## src/sv/ndts_pkg.sv

```systemverilog
package ndts_pkg;

  localparam int AXES          = 4;
  localparam int AX_W          = $clog2(AXES);
  localparam int SIZE_W        = 9;
  localparam int COORD_W       = 8;
  localparam int ORDER_W       = 8;
  localparam int CFG_IDX_W     = 3;
  localparam int CFG_DATA_W    = 9;
  localparam int DATA_W        = 64;
  localparam int DEST_W        = 32;
  localparam int CNT_W         = $clog2(AXES + 1);
  localparam int NUM_SIZE_REGS = 4;

  localparam logic [CFG_IDX_W-1:0] REG_AXIS_ORDER = 3'd4;
  localparam logic [SIZE_W-1:0]    SIZE_RESET     = 9'd1;
  localparam logic [SIZE_W-1:0]    SIZE_MAX       = 9'd256;
  localparam logic [ORDER_W-1:0]   ORDER_RESET    = 8'd228;

  typedef enum logic [2:0] {
    ST_CLR,
    ST_STRIDE,
    ST_OFFSET,
    ST_SUM,
    ST_RUN
  } ndts_state_t;

  typedef struct packed {
    logic            clr_stride;
    logic            ld_stride;
    logic [AX_W-1:0] ld_axis;
    logic            mul_off;
    logic            sum_step;
    logic            step;
  } ndts_ctl_t;

  // zero acts as one, anything above 256 acts as 256
  function automatic logic [SIZE_W-1:0] eff_size(input logic [SIZE_W-1:0] s);
    logic [SIZE_W-1:0] r;
    if (s == '0) begin
      r = SIZE_RESET;
    end else if (s > SIZE_MAX) begin
      r = SIZE_MAX;
    end else begin
      r = s;
    end
    return r;
  endfunction

endpackage

```

## src/sv/ndts_cell.sv

```systemverilog
module ndts_cell #(
  parameter int IDX        = 0,
  parameter int INDEX_BITS = 32
) (
  input  logic                      clk,
  input  logic                      rst_n,
  input  ndts_pkg::ndts_ctl_t       ctl,
  input  logic [INDEX_BITS-1:0]     prod,
  input  logic [ndts_pkg::SIZE_W-1:0] size,
  input  logic                      carry_in,
  input  logic [INDEX_BITS-1:0]     d_in,
  input  logic [INDEX_BITS-1:0]     w_in,
  input  logic [INDEX_BITS-1:0]     off_in,
  output logic                      carry_out,
  output logic [INDEX_BITS-1:0]     d_out,
  output logic [INDEX_BITS-1:0]     w_out,
  output logic [INDEX_BITS-1:0]     off_out
);
  import ndts_pkg::*;

  logic [COORD_W-1:0]          coord_r, coord_nxt;
  logic [INDEX_BITS-1:0]       stride_r;
  logic [INDEX_BITS-1:0]       off_r;
  // sum of coord*stride over all faster axes
  logic [INDEX_BITS-1:0]       w_r;
  logic [SIZE_W-1:0]           coord_p1;
  logic                        fin;
  logic                        inc;
  logic [INDEX_BITS+COORD_W-1:0] mul_full;

  assign coord_p1  = {1'b0, coord_r} + SIZE_W'(1);
  assign fin       = (coord_p1 >= size);
  assign carry_out = carry_in & fin;
  assign inc       = carry_in & ~fin;
  assign d_out     = inc ? (stride_r - w_r) : d_in;
  assign w_out     = w_r;
  assign off_out   = off_r;
  assign mul_full  = {{INDEX_BITS{1'b0}}, coord_r} * {{COORD_W{1'b0}}, stride_r};
  assign coord_nxt = fin ? '0 : coord_p1[COORD_W-1:0];

  always_ff @(posedge clk) begin
    if (!rst_n) begin
      coord_r <= '0;
    end else if (ctl.step && carry_in) begin
      coord_r <= coord_nxt;
    end
  end

  always_ff @(posedge clk) begin
    if (ctl.clr_stride) begin
      stride_r <= '0;
    end else if (ctl.ld_stride && (ctl.ld_axis == AX_W'(IDX))) begin
      stride_r <= prod;
    end
  end

  always_ff @(posedge clk) begin
    if (ctl.mul_off) begin
      off_r <= mul_full[INDEX_BITS-1:0];
    end
  end

  always_ff @(posedge clk) begin
    if (ctl.sum_step) begin
      w_r <= w_in + off_in;
    end else if (ctl.step) begin
      // faster axes all wrap; slower ones shift by the incremented axis's delta
      w_r <= carry_in ? '0 : (w_r + d_in);
    end
  end

endmodule

```

## src/sv/ndim_transpose_scatter.sv

```systemverilog
// an accepted item is registered and shows on the output in the next cycle
// throughput: one item per cycle while the output is not stalled and no pass runs, set
//   by the combinational odometer step through the row of axis cells
// reset and every config write start a pass (clear, 4 stride products,
//   offset multiply, 5 suffix-sum hops) during which in_ready is low
// synchronous active-low reset clears coordinates, destination, config registers and out_valid
module ndim_transpose_scatter #(
  parameter int INDEX_BITS = 32
) (
  input  logic                             clk,
  input  logic                             rst_n,
  input  logic                             in_valid,
  output logic                             in_ready,
  input  logic [ndts_pkg::DATA_W-1:0]      in_element_bits,
  output logic                             out_valid,
  input  logic                             out_ready,
  output logic [ndts_pkg::DEST_W-1:0]      out_dest_index,
  output logic [ndts_pkg::DATA_W-1:0]      out_bits,
  output logic                             out_last_element,
  input  logic                             cfg_we,
  input  logic [ndts_pkg::CFG_IDX_W-1:0]   cfg_index,
  input  logic [ndts_pkg::CFG_DATA_W-1:0]  cfg_data
);
  import ndts_pkg::*;

  ndts_state_t             state_r, state_nxt;
  ndts_ctl_t               ctl;
  logic [CNT_W-1:0]        cnt_r;
  logic [INDEX_BITS-1:0]   prod_r;
  logic [INDEX_BITS+SIZE_W-1:0] prod_full;
  logic [SIZE_W-1:0]       size_r [NUM_SIZE_REGS];
  logic [SIZE_W-1:0]       eff [AXES];
  logic [ORDER_W-1:0]      axis_order_r;
  logic [AX_W-1:0]         cur_ax;
  logic [INDEX_BITS-1:0]   dest_r;
  logic [INDEX_BITS-1:0]   total_r;
  logic [INDEX_BITS+DEST_W-1:0] dest_ext;
  logic                    accept;
  logic                    out_valid_r;
  logic [DEST_W-1:0]       out_dest_r;
  logic [DATA_W-1:0]       out_bits_r;
  logic                    out_last_r;

  logic                    carry [AXES+1];
  logic [INDEX_BITS-1:0]   dch   [AXES+1];
  logic [INDEX_BITS-1:0]   wv    [AXES+1];
  logic [INDEX_BITS-1:0]   ov    [AXES+1];

  // configuration registers
  always_ff @(posedge clk) begin
    if (!rst_n) begin
      for (int i = 0; i < NUM_SIZE_REGS; i++) begin
        size_r[i] <= SIZE_RESET;
      end
      axis_order_r <= ORDER_RESET;
    end else if (cfg_we) begin
      if (cfg_index < CFG_IDX_W'(NUM_SIZE_REGS)) begin
        size_r[cfg_index[AX_W-1:0]] <= cfg_data;
      end else if (cfg_index == REG_AXIS_ORDER) begin
        axis_order_r <= cfg_data[ORDER_W-1:0];
      end
    end
  end

  always_comb begin
    for (int a = 0; a < AXES; a++) begin
      eff[a] = eff_size(size_r[a]);
    end
  end

  assign cur_ax    = axis_order_r[{cnt_r[AX_W-1:0], 1'b0} +: AX_W];
  assign prod_full = {{SIZE_W{1'b0}}, prod_r} * {{INDEX_BITS{1'b0}}, eff[cur_ax]};

  assign in_ready = (state_r == ST_RUN) && (!out_valid_r || out_ready);
  assign accept   = in_valid && in_ready;

  // next state
  always_comb begin
    state_nxt = state_r;
    case (state_r)
      ST_CLR:    state_nxt = ST_STRIDE;
      ST_STRIDE: if (cnt_r == '0) state_nxt = ST_OFFSET;
      ST_OFFSET: state_nxt = ST_SUM;
      ST_SUM:    if (cnt_r == '0) state_nxt = ST_RUN;
      ST_RUN:    state_nxt = ST_RUN;
      default:   state_nxt = ST_CLR;
    endcase
    if (cfg_we) begin
      state_nxt = ST_CLR;
    end
  end

  // cell controls
  always_comb begin
    ctl         = '0;
    ctl.ld_axis = cur_ax;
    case (state_r)
      ST_CLR:    ctl.clr_stride = 1'b1;
      ST_STRIDE: ctl.ld_stride  = 1'b1;
      ST_OFFSET: ctl.mul_off    = 1'b1;
      ST_SUM:    ctl.sum_step   = 1'b1;
      ST_RUN:    ctl.step       = accept;
      default:   ctl            = '0;
    endcase
  end

  always_ff @(posedge clk) begin
    if (!rst_n) begin
      state_r <= ST_CLR;
    end else begin
      state_r <= state_nxt;
    end
  end

  // pass counter and running stride product
  always_ff @(posedge clk) begin
    if (!rst_n) begin
      cnt_r  <= '0;
      prod_r <= '0;
    end else begin
      case (state_r)
        ST_CLR: begin
          cnt_r  <= CNT_W'(AXES - 1);
          prod_r <= INDEX_BITS'(1);
        end
        ST_STRIDE: begin
          prod_r <= prod_full[INDEX_BITS-1:0];
          if (cnt_r == '0) begin
            cnt_r <= CNT_W'(AXES);
          end else begin
            cnt_r <= cnt_r - CNT_W'(1);
          end
        end
        ST_SUM: begin
          if (cnt_r != '0) begin
            cnt_r <= cnt_r - CNT_W'(1);
          end
        end
        default: begin
          cnt_r <= cnt_r;
        end
      endcase
    end
  end

  // fastest end of the chain
  assign carry[AXES] = 1'b1;
  assign dch[AXES]   = '0;
  assign wv[AXES]    = '0;
  assign ov[AXES]    = '0;

  for (genvar a = 0; a < AXES; a++) begin : g_cell
    ndts_cell #(
      .IDX        (a),
      .INDEX_BITS (INDEX_BITS)
    ) u_cell (
      .clk       (clk),
      .rst_n     (rst_n),
      .ctl       (ctl),
      .prod      (prod_r),
      .size      (eff[a]),
      .carry_in  (carry[a+1]),
      .d_in      (dch[a+1]),
      .w_in      (wv[a+1]),
      .off_in    (ov[a+1]),
      .carry_out (carry[a]),
      .d_out     (dch[a]),
      .w_out     (wv[a]),
      .off_out   (ov[a])
    );
  end

  // running destination and total offset of all axes
  always_ff @(posedge clk) begin
    if (!rst_n) begin
      dest_r <= '0;
    end else if (ctl.step) begin
      dest_r <= carry[0] ? (dest_r - total_r) : (dest_r + dch[0]);
    end
  end

  always_ff @(posedge clk) begin
    if (ctl.sum_step) begin
      total_r <= wv[0] + ov[0];
    end else if (ctl.step) begin
      total_r <= carry[0] ? '0 : (total_r + dch[0]);
    end
  end

  assign dest_ext = {{DEST_W{1'b0}}, dest_r};

  // output register
  always_ff @(posedge clk) begin
    if (!rst_n) begin
      out_valid_r <= 1'b0;
    end else if (accept) begin
      out_valid_r <= 1'b1;
    end else if (out_ready) begin
      out_valid_r <= 1'b0;
    end
  end

  always_ff @(posedge clk) begin
    if (accept) begin
      out_dest_r <= dest_ext[DEST_W-1:0];
      out_bits_r <= in_element_bits;
      out_last_r <= carry[0];
    end
  end

  assign out_valid        = out_valid_r;
  assign out_dest_index   = out_dest_r;
  assign out_bits         = out_bits_r;
  assign out_last_element = out_last_r;

endmodule

```

## config.mk

```make
export PLATFORM = sky130hd
export DESIGN_NAME = ndim_transpose_scatter
export DESIGN_NICKNAME = d
export VERILOG_FILES = /design/src/sv/ndts_pkg.sv /design/src/sv/ndts_cell.sv /design/src/sv/ndim_transpose_scatter.sv
export SDC_FILE = /design/constraint.sdc
export NUM_CORES = 2
export LEC_CHECK = 0
export ABC_AREA = 1
export BUFFER_PORTS_ARGS = -buffer_cell sky130_fd_sc_hd__clkbuf_2
export CAP_MARGIN = 15
export CORE_AREA = 2 2 557 559
export CTS_CLUSTER_DIAMETER = 40
export CTS_CLUSTER_SIZE = 28
export DETAILED_ROUTE_END_ITERATION = 10
export DIE_AREA = 0 0 559 561
export PLACE_DENSITY_LB_ADDON = 0.1
export SLEW_MARGIN = 20
export SYNTH_ARGS = -nofsm -noshare
export SYNTH_HDL_FRONTEND = slang
export SYNTH_SLANG_ARGS = --single-unit
```

## constraint.sdc

```tcl
create_clock -name clk -period 25.4 [get_ports clk]
set_input_delay 1.27 -clock clk [delete_from_list [all_inputs] [get_ports clk]]
set_output_delay 1.27 -clock clk [all_outputs]
set_load 0.02 [all_outputs]
```

==> results.py <==
metrics = {
    "clocking": {
        "clock_path_buffers": 4,
        "cts.clk_slew.worst_paths_ns": 0.05,
        "worstSkewPairLatency_ns": 0.85,
        "cts_num_sinks": 628,
        "cts-resized-gates": 0,
        "h-tree-depth": 4,
        "root_buffer": "clkbuf_16",
        "numCtsBuffers": 164,
        "cts-hold-fix-buffers": 0,
        "cts_tree": "built",
        "post_cts_buffers": 0,
    },
    "timing": {
        "slew_headroom_pct": 24.31,
        "fmax_ghz": 0.1282,
        "tightest_slew_ns": 1.134,
        "layout_worst_path_cycle_share_pct": 30.70,
        "tns_ns": 0,
        "rsz0062_at_grt": "no",
        "hold_viol": 0,
        "fin_skew_ns": 0.07139,
        "final_max_slew_viol_count": 0,
        "min_period_ns": 7.798,
        "setup_viol": 0,
    },
    "floorplanning": {
        "die_y_um": 561,
        "dieArea_um2": 313600,
        "start_util_pct": 24.90,
        "io_pins": 180,
        "fp.dieW_um": 559,
        "coreArea_um2": 307600,
        "std_cell_rows": 204,
    },
    "job": {
        "maxCapViolations": 0,
    },
    "layout": {
        "nets": 11749,
        "syn_to_final_growth_pct": 14.11,
        "fill_cells": 33584,
        "drive_gt1_share_pct": 6.445,
        "fin_cells": 14521,
    },
    "route": {
        "drt_iter0_drc": 4258,
        "dr.pass1.iters": 8,
        "drt-total-wl_mm": 327.6,
        "vias": 67375,
        "post_drt_wl_per_cell_um": 22.56,
        "route.detailed.drc": 0,
        "viasPerCell": 4.640,
        "antenna_left": 0,
    },
    "worst_setup_path": {
        "endpoint_kind": "flop",
        "critPathMostFrequentCell": "nand2_1",
        "worst_path_largest_cell_delay_ns": 0.76,
        "critPathKind": "flop to flop",
        "worstSetupStartpointType": "flop",
        "cp.required_ns": 26.14,
        "cp_max_fo": 34,
        "slowest_stage": "xor2_1",
        "critPathArrivalTime_ns": 8.54,
    },
    "placed_design": {
        "dp.final_hpwl_mm": 266.6,
        "place_congestion": 0.9393,
        "io_buffers": 179,
        "post-place-cells": 14225,
    },
    "synth": {
        "post_synth.cell_area_avg_um2": 7.519,
        "syn_area_um2": 76590,
        "ys_ff_latch": 628,
        "yosys-top-cells-area": "fa_1 (21%), edfxtp_1 (15%), nand2_1 (13%)",
        "synth_cells": 10187,
        "syn-num-nets": 11665,
        "ys_warn_count": 0,
        "synthArstFlopShare_pct": 0,
        "ys_seq_area_share_pct": 21.50,
        "post_synth_num_cell_types": 74,
        "synth-main-ff-cell": "edfxtp_1",
        "synth_top_cell_by_area": "fa_1",
        "synth-edff-count": 389,
        "netlist.area_leader.share_pct": 21.28,
    },
    "global_routing": {
        "grt_pass1_wl_mm": 478.7,
        "gr-total-overflow": 0,
        "antenna_found_initial": 25,
        "first_global_vias": 69342,
        "grt_max_degree": 92,
        "grt_usage_pct": 20.63,
    },
    "hold_path": {
        "hp-class": "flop to flop",
    },
    "power_and_ir_drop": {
        "p_per_area_nw_per_um2": 42.81,
        "power.leakage_nw": 40.76,
        "max-vdd-ir-drop_mv": 0.04122,
    },
    "run_status": {
        "status": "finished clean",
    },
}
-- per-layer routing --
metal | vias up | track usage [%] | wire (µm)
li1 | 32176 | - | -
met4 | 8 | 7.123 | 12520
met3 | 437 | 2.151 | 13080
met2 | 1607 | 36.06 | 159000
met1 | 33147 | 26.29 | 142900
met5 | - | 0 | 60
-- path summary, 6_finish.rpt --
path | from | end | slack, ns | depth (start not counted)
worst min register to register | prod_r[31]$_SDFFE_PN0P_ | prod_r[31]$_SDFFE_PN0P_ | 0.47 | 2
worst min-delay path | prod_r[31]$_SDFFE_PN0P_ | prod_r[31]$_SDFFE_PN0P_ | 0.47 | 2
worst max-delay path | g_cell[2].u_cell.coord_r[2]$_SDFFE_PN0P_ | dest_r[29]$_SDFFE_PN0P_ | 17.60 | 35
worst max register to register | g_cell[2].u_cell.coord_r[2]$_SDFFE_PN0P_ | dest_r[29]$_SDFFE_PN0P_ | 17.60 | 35
-- Yosys cell counts (all sizes together) (40+ instances only) --
library cell  number
xor2             214
dfxtp            239
a21boi            42
nand2           2680
ha               583
o21bai            40
xnor2            144
o21ai            508
a21oi            740
nand4             67
inv             1915
fa               814
nand3            316
clkbuf           293
nor3              44
nor2             754
edfxtp           389
buf               67
-- sequential cells by signal (all words and copies together) (netlist names) --
register,count
cnt_r,3
out_bits,64
dest_r,32
total_r,32
prod_r,32
g_cell.u_cell.off_out,128
out_valid,1
axis_order_r,8
out_last_element,1
g_cell.u_cell.w_out,96
size_r,36
out_dest_index,32
state_r,3
g_cell.u_cell.stride_r,128
g_cell.u_cell.coord_r,32
-- cells in the final DEF, fill, tap and decap left out, types with 26 or more instances in the layout --
cell / n
o21bai_1: 40
nand4_1: 65
o22ai_1: 27
clkinv_1: 29
xnor2_1: 144
fa_1: 814
xor2_1: 214
nand2_1: 2667
clkbuf_2: 179
ha_1: 583
o21ai_1: 43
nor2_2: 26
a21oi_1: 737
clkbuf_16: 170
nor2_1: 716
nand3_1: 299
o21a_1: 35
dfxtp_1: 237
edfxtp_1: 389
a21boi_0: 27
nor3_1: 43
or2_2: 26
buf_4: 98
o21ai_0: 465
inv_1: 1898
-- kinds of logic after synthesis --
family	Yosys count	synth area share (%)
buffers and inverters	2293	11.38
AND/OR/NAND/NOR	3936	20.79
AO/OA/AOI/OAI	1574	11.41
flip-flops	628	21.50
adder cells (fa/ha/maj)	1397	30.80
XOR/XNOR	359	4.125
-- power by group --
group / internal (mW) / leakage [nW] / switching (mW) / total (mW)
Combinational: 0.160 / 32.7 / 0.376 / 0.536
Clock: 1.36 / 2.60 / 0.705 / 2.06
Sequential: 1.10 / 5.45 / 0.0392 / 1.14
Total: 2.62 / 40.8 / 1.12 / 3.74
-- worst max-delay path, delay by kind of cell, from the launching register on --
family | cells | cell delay, ns
xor+xnor | 1 | 0.76
buf+inv | 5 | 0.92
flops | 1 | 0.30
compound gates | 13 | 3.08
simple gates | 14 | 1.92
fa+ha+maj | 2 | 0.72
-- stage by stage --
step	hold slack, ns	utilization [%]	setup WS [ns]	power (mW)	area (µm²)
floorplan	0.4249	-	15.11	1.494	76590
global placement	0.4563	26.66	17.44	1.703	82010
detailed placement	0.4592	26.66	17.54	1.701	82010
CTS	0.4652	28.41	17.56	3.798	87390
global route	0.4783	28.41	16.88	3.895	87390
finish	0.4668	28.42	17.60	3.742	87400
-- layout make-up --
cell class                      instances  area, µm²  area share [%]
Antenna cell                            5      12.51         0.01432
Tap cell                             4120       5155           5.898
Timing Repair Buffer                  278       1652           1.890
Inverter                             1933       7267           8.314
Multi-Input combinational cell       7266      51460           58.88
Clock buffer                          200       4497           5.145
Sequential cell                       628      16470           18.84
Clock inverter                         91      887.1           1.015
No activity file was read; power rests on OpenSTA's default activity.
